==> src/hdl/eplt_pkg.sv <==
`default_nettype none
// ----------------------------------------------------------------------------
// eplt_pkg
// Shared types and constants for the edge pattern learn table.
// ----------------------------------------------------------------------------
package eplt_pkg;

  // table geometry
  localparam int ENTRIES   = 16;
  localparam int DATA_W    = 16;
  localparam int TAG_W     = 8;
  localparam int IDX_W     = $clog2(ENTRIES);
  localparam int CNT_W     = $clog2(ENTRIES + 1);
  localparam int OPV_W     = 2;
  localparam int STAT_W    = 2;

  // page tag under which no slot is learned; marks a free slot in the bench shadow
  localparam logic [TAG_W-1:0] EMPTY_TAG = '0;
  localparam logic [TAG_W-1:0] PAGE_RESET = TAG_W'(1);

  // operation codes
  typedef enum logic [OPV_W-1:0] {
    OP_READ   = 2'd0,
    OP_LEARN  = 2'd1,
    OP_REMOVE = 2'd2,
    OP_CLEAR  = 2'd3
  } op_t;

  // status codes
  localparam logic [STAT_W-1:0] ST_NONE    = 2'd0;
  localparam logic [STAT_W-1:0] ST_EXISTS  = 2'd1;
  localparam logic [STAT_W-1:0] ST_CREATED = 2'd2;
  localparam logic [STAT_W-1:0] ST_FULL    = 2'd3;
  localparam logic [STAT_W-1:0] ST_DONE    = 2'd1;

  // controller states
  typedef enum logic [2:0] {
    S_IDLE = 3'b001,
    S_SCAN = 3'b010,
    S_DONE = 3'b100
  } state_t;

  // one slot of the record memory
  typedef struct packed {
    logic [TAG_W-1:0]  tag;
    logic [DATA_W-1:0] rising;
    logic [DATA_W-1:0] change;
    logic [DATA_W-1:0] value;
  } rec_t;

endpackage : eplt_pkg
`default_nettype wire

==> src/hdl/edge_pattern_learn_table.sv <==
`default_nettype none
// ----------------------------------------------------------------------------
// edge_pattern_learn_table
// Learnable table mapping input edge patterns to a held output word, with
// slot records in a simple dual-port synchronous memory scanned one slot a
// cycle.
// ----------------------------------------------------------------------------
// Timing: clear all, or an item with no input change, goes straight to done;
//   otherwise the controller scans the slots in order, comparing each slot
//   after its memory read, and the result register is loaded from done.
// Items: a new item is taken only in idle, after the last one is through; a
//   result held back by the receiver keeps the controller waiting in done.
// Reset: synchronous, active low; all slots free (valid flags cleared),
//   previous input, held output and count zero, page id 1. No clearing pass.
// ----------------------------------------------------------------------------
module edge_pattern_learn_table (
  input  wire logic                        clk,
  input  wire logic                        rst_n,
  // configuration: page_id
  input  wire logic                        cfg_wr_en,
  input  wire logic [eplt_pkg::TAG_W-1:0]  cfg_wr_data,
  // input stream
  input  wire logic                        in_tvalid,
  output      logic                        in_tready,
  input  wire logic [31:0]                 in_tdata,  // input_bits[15:0], learn_value[31:16]
  input  wire logic [1:0]                  in_tuser,  // op[1:0]
  // result stream
  output      logic                        out_tvalid,
  input  wire logic                        out_tready,
  output      logic [23:0]                 out_tdata, // output_value[15:0], entry_count[20:16]
  output      logic [1:0]                  out_tuser  // status[1:0]
);
  import eplt_pkg::*;

  // control and state registers
  state_t              state_r;
  logic [TAG_W-1:0]    page_r;
  logic [ENTRIES-1:0]  valid_r;
  logic [CNT_W-1:0]    count_r;
  logic [DATA_W-1:0]   prev_r;
  logic [DATA_W-1:0]   held_r;
  logic                out_valid_r;

  // item payload registers
  op_t                 op_r;
  logic [DATA_W-1:0]   change_r;
  logic [DATA_W-1:0]   rising_r;
  logic [DATA_W-1:0]   value_r;
  logic [STAT_W-1:0]   status_r;

  // scan registers
  logic [CNT_W-1:0]    rd_idx_r;
  logic                cmp_vld_r;
  logic [IDX_W-1:0]    cmp_idx_r;

  // output registers
  logic [DATA_W-1:0]   out_value_r;
  logic [STAT_W-1:0]   out_status_r;
  logic [CNT_W-1:0]    out_count_r;

  // record memory
  rec_t                rec_mem [ENTRIES];
  rec_t                rd_data_r;
  logic                wr_en;
  logic [IDX_W-1:0]    wr_addr;
  rec_t                wr_data;
  logic [IDX_W-1:0]    rd_addr;

  // input field unpacking
  logic                in_xfer;
  op_t                 in_op;
  logic [DATA_W-1:0]   in_bits;
  logic [DATA_W-1:0]   in_value;
  logic [DATA_W-1:0]   in_change;

  // compare and free slot search
  logic                hit;
  logic                last_cmp;
  logic                free_any;
  logic [IDX_W-1:0]    free_idx;
  logic                out_free;

  assign in_tready = (state_r == S_IDLE);
  assign in_xfer   = in_tvalid && in_tready;
  assign in_op     = op_t'(in_tuser[OPV_W-1:0]);
  assign in_bits   = in_tdata[DATA_W-1:0];
  assign in_value  = in_tdata[2*DATA_W-1:DATA_W];
  assign in_change = prev_r ^ in_bits;
  assign out_free  = !out_valid_r || out_tready;

  // compare of the slot read in the previous cycle
  assign hit = cmp_vld_r && valid_r[cmp_idx_r] && (rd_data_r.tag == page_r) &&
               (rd_data_r.change == change_r) && (rd_data_r.rising == rising_r);
  assign last_cmp = cmp_vld_r && (cmp_idx_r == IDX_W'(ENTRIES - 1));

  // lowest free slot from the valid flags
  always_comb begin
    free_any = 1'b0;
    free_idx = '0;
    for (int i = ENTRIES - 1; i >= 0; i--) begin
      if (!valid_r[i]) begin
        free_any = 1'b1;
        free_idx = IDX_W'(i);
      end
    end
  end

  // memory access control
  assign rd_addr = rd_idx_r[IDX_W-1:0];
  always_comb begin
    wr_en          = 1'b0;
    wr_addr        = free_idx;
    wr_data.tag    = page_r;
    wr_data.rising = rising_r;
    wr_data.change = change_r;
    wr_data.value  = value_r;
    if ((state_r == S_SCAN) && (hit || last_cmp) && (op_r == OP_LEARN) && !hit &&
        (page_r != EMPTY_TAG) && free_any) begin
      wr_en = 1'b1;
    end
  end

  // record memory, registered read
  always_ff @(posedge clk) begin
    if (wr_en) begin
      rec_mem[wr_addr] <= wr_data;
    end
    rd_data_r <= rec_mem[rd_addr];
  end

  // configuration register
  always_ff @(posedge clk) begin
    if (!rst_n) begin
      page_r <= PAGE_RESET;
    end else if (cfg_wr_en) begin
      page_r <= cfg_wr_data;
    end
  end

  // controller
  always_ff @(posedge clk) begin
    if (!rst_n) begin
      state_r   <= S_IDLE;
      valid_r   <= '0;
      count_r   <= '0;
      prev_r    <= '0;
      held_r    <= '0;
      cmp_vld_r <= 1'b0;
      rd_idx_r  <= '0;
    end else begin
      unique case (state_r)
        S_IDLE: begin
          if (in_xfer) begin
            op_r      <= in_op;
            change_r  <= in_change;
            rising_r  <= in_change & in_bits;
            value_r   <= in_value;
            rd_idx_r  <= '0;
            cmp_vld_r <= 1'b0;
            if (in_op == OP_CLEAR) begin
              // free every slot at once
              valid_r  <= '0;
              count_r  <= '0;
              status_r <= (count_r != '0) ? ST_DONE : ST_NONE;
              state_r  <= S_DONE;
            end else begin
              prev_r <= in_bits;
              if (in_change == '0) begin
                status_r <= ST_NONE;
                state_r  <= S_DONE;
              end else begin
                state_r <= S_SCAN;
              end
            end
          end
        end
        S_SCAN: begin
          // resolve on the first match or after the last slot
          if (hit || last_cmp) begin
            state_r   <= S_DONE;
            cmp_vld_r <= 1'b0;
            unique case (op_r)
              OP_READ: begin
                if (hit) begin
                  held_r <= rd_data_r.value;
                end
                status_r <= ST_NONE;
              end
              OP_LEARN: begin
                if (hit) begin
                  status_r <= ST_EXISTS;
                end else if ((page_r != EMPTY_TAG) && free_any) begin
                  valid_r[free_idx] <= 1'b1;
                  count_r           <= count_r + CNT_W'(1);
                  status_r          <= ST_CREATED;
                end else begin
                  status_r <= ST_FULL;
                end
              end
              OP_REMOVE: begin
                if (hit) begin
                  valid_r[cmp_idx_r] <= 1'b0;
                  if (count_r != '0) begin
                    count_r <= count_r - CNT_W'(1);
                  end
                  status_r <= ST_DONE;
                end else begin
                  status_r <= ST_NONE;
                end
              end
              default: begin
                status_r <= ST_NONE;
              end
            endcase
          end else if (rd_idx_r < CNT_W'(ENTRIES)) begin
            // issue the next slot read
            rd_idx_r  <= rd_idx_r + CNT_W'(1);
            cmp_vld_r <= 1'b1;
            cmp_idx_r <= rd_idx_r[IDX_W-1:0];
          end else begin
            cmp_vld_r <= 1'b0;
          end
        end
        S_DONE: begin
          if (out_free) begin
            state_r <= S_IDLE;
          end
        end
        default: begin
          state_r <= S_IDLE;
        end
      endcase
    end
  end

  // result register, loaded when the previous result has gone
  always_ff @(posedge clk) begin
    if (!rst_n) begin
      out_valid_r <= 1'b0;
    end else if ((state_r == S_DONE) && out_free) begin
      out_valid_r <= 1'b1;
    end else if (out_tready) begin
      out_valid_r <= 1'b0;
    end
  end

  always_ff @(posedge clk) begin
    if ((state_r == S_DONE) && out_free) begin
      out_value_r  <= held_r;
      out_status_r <= status_r;
      out_count_r  <= count_r;
    end
  end

  assign out_tvalid = out_valid_r;
  assign out_tdata  = {{(24 - DATA_W - CNT_W){1'b0}}, out_count_r, out_value_r};
  assign out_tuser  = out_status_r;

endmodule : edge_pattern_learn_table
`default_nettype wire

==> config.mk <==
export PLATFORM = sky130hd
export DESIGN_NAME = edge_pattern_learn_table
export DESIGN_NICKNAME = d
export VERILOG_FILES = /design/src/hdl/eplt_pkg.sv /design/src/hdl/edge_pattern_learn_table.sv
export SDC_FILE = /design/constraint.sdc
export NUM_CORES = 1
export LEC_CHECK = 0
export ABC_AREA = 1
export BUFFER_PORTS_ARGS = -buffer_cell sky130_fd_sc_hd__buf_4
export CORE_UTILIZATION = 50
export DETAILED_ROUTE_END_ITERATION = 16
export PLACE_DENSITY = 0.63
export SLEW_MARGIN = 20
export SYNTH_ARGS = -nofsm -noshare
export SYNTH_HDL_FRONTEND = slang
export SYNTH_SLANG_ARGS = --single-unit
==> constraint.sdc <==
create_clock -name clk -period 16.4 [get_ports clk]
set_input_delay 2.46 -clock clk [delete_from_list [all_inputs] [get_ports clk]]
set_output_delay 2.46 -clock clk [all_outputs]
set_load 0.05 [all_outputs]
==> out/results.ini <==
[logic_synthesis]
yosysTopAreaCell = edfxtp_1
ys.flop_type = edfxtp_1
ys_types = 43
syn_avg_cell_area_um2 = 13.01
yosysWarnings = 0
synth_top_area_share_pct = 66.30
ys_seq_elements = 1102
yosysSeqAreaShare_pct = 72.06
synth.area.top_cells = edfxtp_1 (66%), dfxtp_1 (5.8%), mux2i_1 (5.1%), o211ai_1 (3.9%), o21ai_0 (3.8%)
synth_edf_count = 975
ys_async_sr_fraction_pct = 0
syn-cell-area_um2 = 44160
synth_cells = 3395

[critical_path]
crit_top_cell = nand2_1
start_kind = flip-flop
arrival_ns = 5.36
crit-reg2reg-launch = rising_r[6]
cpLargestDelayFamily = simple AND/OR/NAND/NOR gates
path_max_fanout = 35
crit_chain = xnor2_1 > nand3b_1 > nor2_1 > nand2_1 > nor2_2 > nand2_4 > nand2_1 > nand4_2 > nor2_4 > buf_4
ff2ff_path_depth = 10
max_stage_delay_ns = 1.22
end_kind = flip-flop
cp_slowest_cell = nor2_4
required_ns = 16.71
cp_num_buf_inv = 1
critical_path_class = flip-flop to flip-flop
timing.rr.end = rec_mem[2][14]
ff2ff_setup_slack_ns = 11.35

[floorplan]
dieArea_um2 = 89510
die_height_um = 299.2
core_area_um2 = 87160
io_pins = 75
die_x_um = 299.2
initial_core_util_pct = 50.67
rows = 108

[sta]
post-route-min-period_ns = 5.053
slew_headroom_pct = 21.02
finalMaxSlewViolations = 0
fin_crit_sh_pct = 30.81
setup_viol = 0
max_freq_mhz = 197.9
skew_ns = 0.02945
finalHoldViolations = 0
worst_pin_slew_ns = 1.182
timing.setup.tns_ns = 0
rsz0062_at_grt = false

[detailed_routing]
wl_met1_um = 46270
highest_layer = met5
ant_nets = 0
first_pass_iters = 7
met2_length_um = 52680
drt-total-wl_um = 109500
drt-initial-drc-count = 2424
viasPerCell = 5.663
vias = 26570
wire_per_inst_um = 23.33
met3_length_um = 7693
drc = 0

[clock_network]
clk_root_buffer_cell = clkbuf_16
cts.sinks = 1102
htree_num_levels = 3
insertion_delay_ns = 0.70
cts_max_path_buffers = 3
cts_setup_buffers = 0
cts-buffers-inserted = 112
cts_resized = 0
cts_hold_buffers = 0
cts_tree = yes
clk_transition_reported_paths_ns = 0.06

[finish]
drive_gt1_share_pct = 9.726
final_nets = 3510
utilization_pct = 56.87
fillers = 6872
n_antenna_cell = 0
area_delta_synth_final_pct = 12.25
multiInputGateArea_um2 = 10260
seqCellArea_um2 = 31840

[power_and_ir_drop]
ir_drop_v = 0.00008251
power_density_nw_per_um2 = 130.6
p_leak_nw = 17.00

[placed_design]
dp_hpwl_um = 58110
port_buffers = 71
routabilityCongestion = 0.8995

[hold_path]
min_path_cells = 0
hold_path_end = out_value_r[0]
hold_start = held_r[0]
hp-class = flip-flop to flip-flop

[global_route]
grt_overflow = 0
first_global_vias = 25650
antenna_found_initial = 4
grt_first_pass_wirelength_um = 162500
grt_max_degree = 197
grtUsageTotal_pct = 24.37

[run_status]
status = finished clean

[run]
max_cap_violations = 0

-- per-layer routing --
| layer | vias to the layer above | track usage, % |
|---|---|---|
| li1 | 12350 | - |
| met3 | 169 | 3.870 |
| met2 | 925 | 39.84 |
| met4 | 2 | 7.811 |
| met1 | 13120 | 33.55 |
| met5 | - | 0 |
-- worst reg2reg max path: stages (launching register included) --
cell and delay [ns]:
edfxtp_1 0.66, xnor2_1 0.46, nand3b_1 0.14, nor2_1 0.12, nand2_1 0.13, nor2_2 0.26, nand2_4 0.12, nand2_1 0.09
nand4_2 0.70, nor2_4 1.23, buf_4 0.73
-- cell families (layout without fill, tap and decap cells) --
family	after synthesis	count (layout)	synth area share [%]
flops	1102	1102	72.06
compound gates	867	867	11.17
simple gates	599	599	5.805
buf+inv	569	709	5.006
mux	224	224	5.077
fa+ha+maj	24	24	0.6970
xor+xnor	9	9	0.1785
other cells	1	3	0.008492
-- flip-flops by register name, indices dropped and copies added, names as in the netlist, 16 cells and up --
signal / flops
out_value_r: 16
rising_r: 16
held_r: 16
prev_r: 16
valid_r: 16
rd_data_r: 56
change_r: 16
value_r: 16
rec_mem: 896
-- where the power goes --
part	internal (mW)	switching, mW
registers	3.21	0.139
logic	0.214	0.403
clock network	1.45	1.06
-- cell usage after synthesis (2+ instances only) --
master / count
xnor2_1: 6
edfxtp_1: 975
inv_1: 372
nand2_2: 2
nand4_1: 20
o21a_1: 2
mux2i_1: 224
buf_1: 14
ha_1: 23
nand2_4: 3
o21ai_1: 9
nor2_2: 4
o211ai_1: 227
nand3b_1: 3
o21ai_0: 335
nor2_1: 145
nand2_1: 317
nor3_1: 8
inv_2: 8
nor4_1: 6
o31ai_1: 3
xor2_1: 3
clkbuf_1: 132
nor3b_1: 2
a21oi_1: 288
nor2_4: 4
buf_2: 35
buf_4: 4
nand3_1: 80
dfxtp_1: 127
buf_6: 2
-- layout make-up --
type | count | area share [%]
well taps | 1155 | 2.915
clock buffers | 149 | 6.202
clock inverters | 63 | 1.199
flip-flops and latches | 1102 | 64.22
inverters | 381 | 2.895
repair buffers | 116 | 1.858
multi-input cells | 1726 | 20.71
-- worst max-delay path by stage --
stage,startpoint,endpoint,slack [ns],depth (start not counted)
after floorplan,rising_r[14],rec_mem[0][0],8.87,12
after global placement,rst_n,rising_r[3],11.09,4
after detailed placement,rst_n,rising_r[2],10.98,4
after CTS,rising_r[4],rec_mem[2][15],11.33,10
after global routing,change_r[10],rec_mem[2][15],11.19,13
final,rising_r[6],rec_mem[2][14],11.35,10
-- through the flow --
step	hold WS [ns]	setup slack [ns]	instances	total power, mW	cell area, µm²
after floorplan	0.4003	8.867	3397	3.807	44170
after global placement	0.4107	11.09	4480	3.996	45900
after detailed placement	0.4141	10.98	4480	4.021	45900
after CTS	0.4281	11.33	4692	6.508	49570
after global routing	0.4378	11.19	4692	6.699	49570
final	0.4240	11.35	4692	6.475	49570
-- cells in the final DEF (no fill, tap or decap), drive strengths merged, types with 8 or more instances in the layout --
master  count
nand4      21
buf       116
o211ai    227
inv       383
clkbuf    149
nor2      154
o21ai     344
nor3        9
dfxtp     127
ha         23
edfxtp    975
mux2i     224
nand2     322
bufinv      8
a21oi     288
clkinv     50
nand3      81
Note: power is estimated with default switching activity, not from simulation.
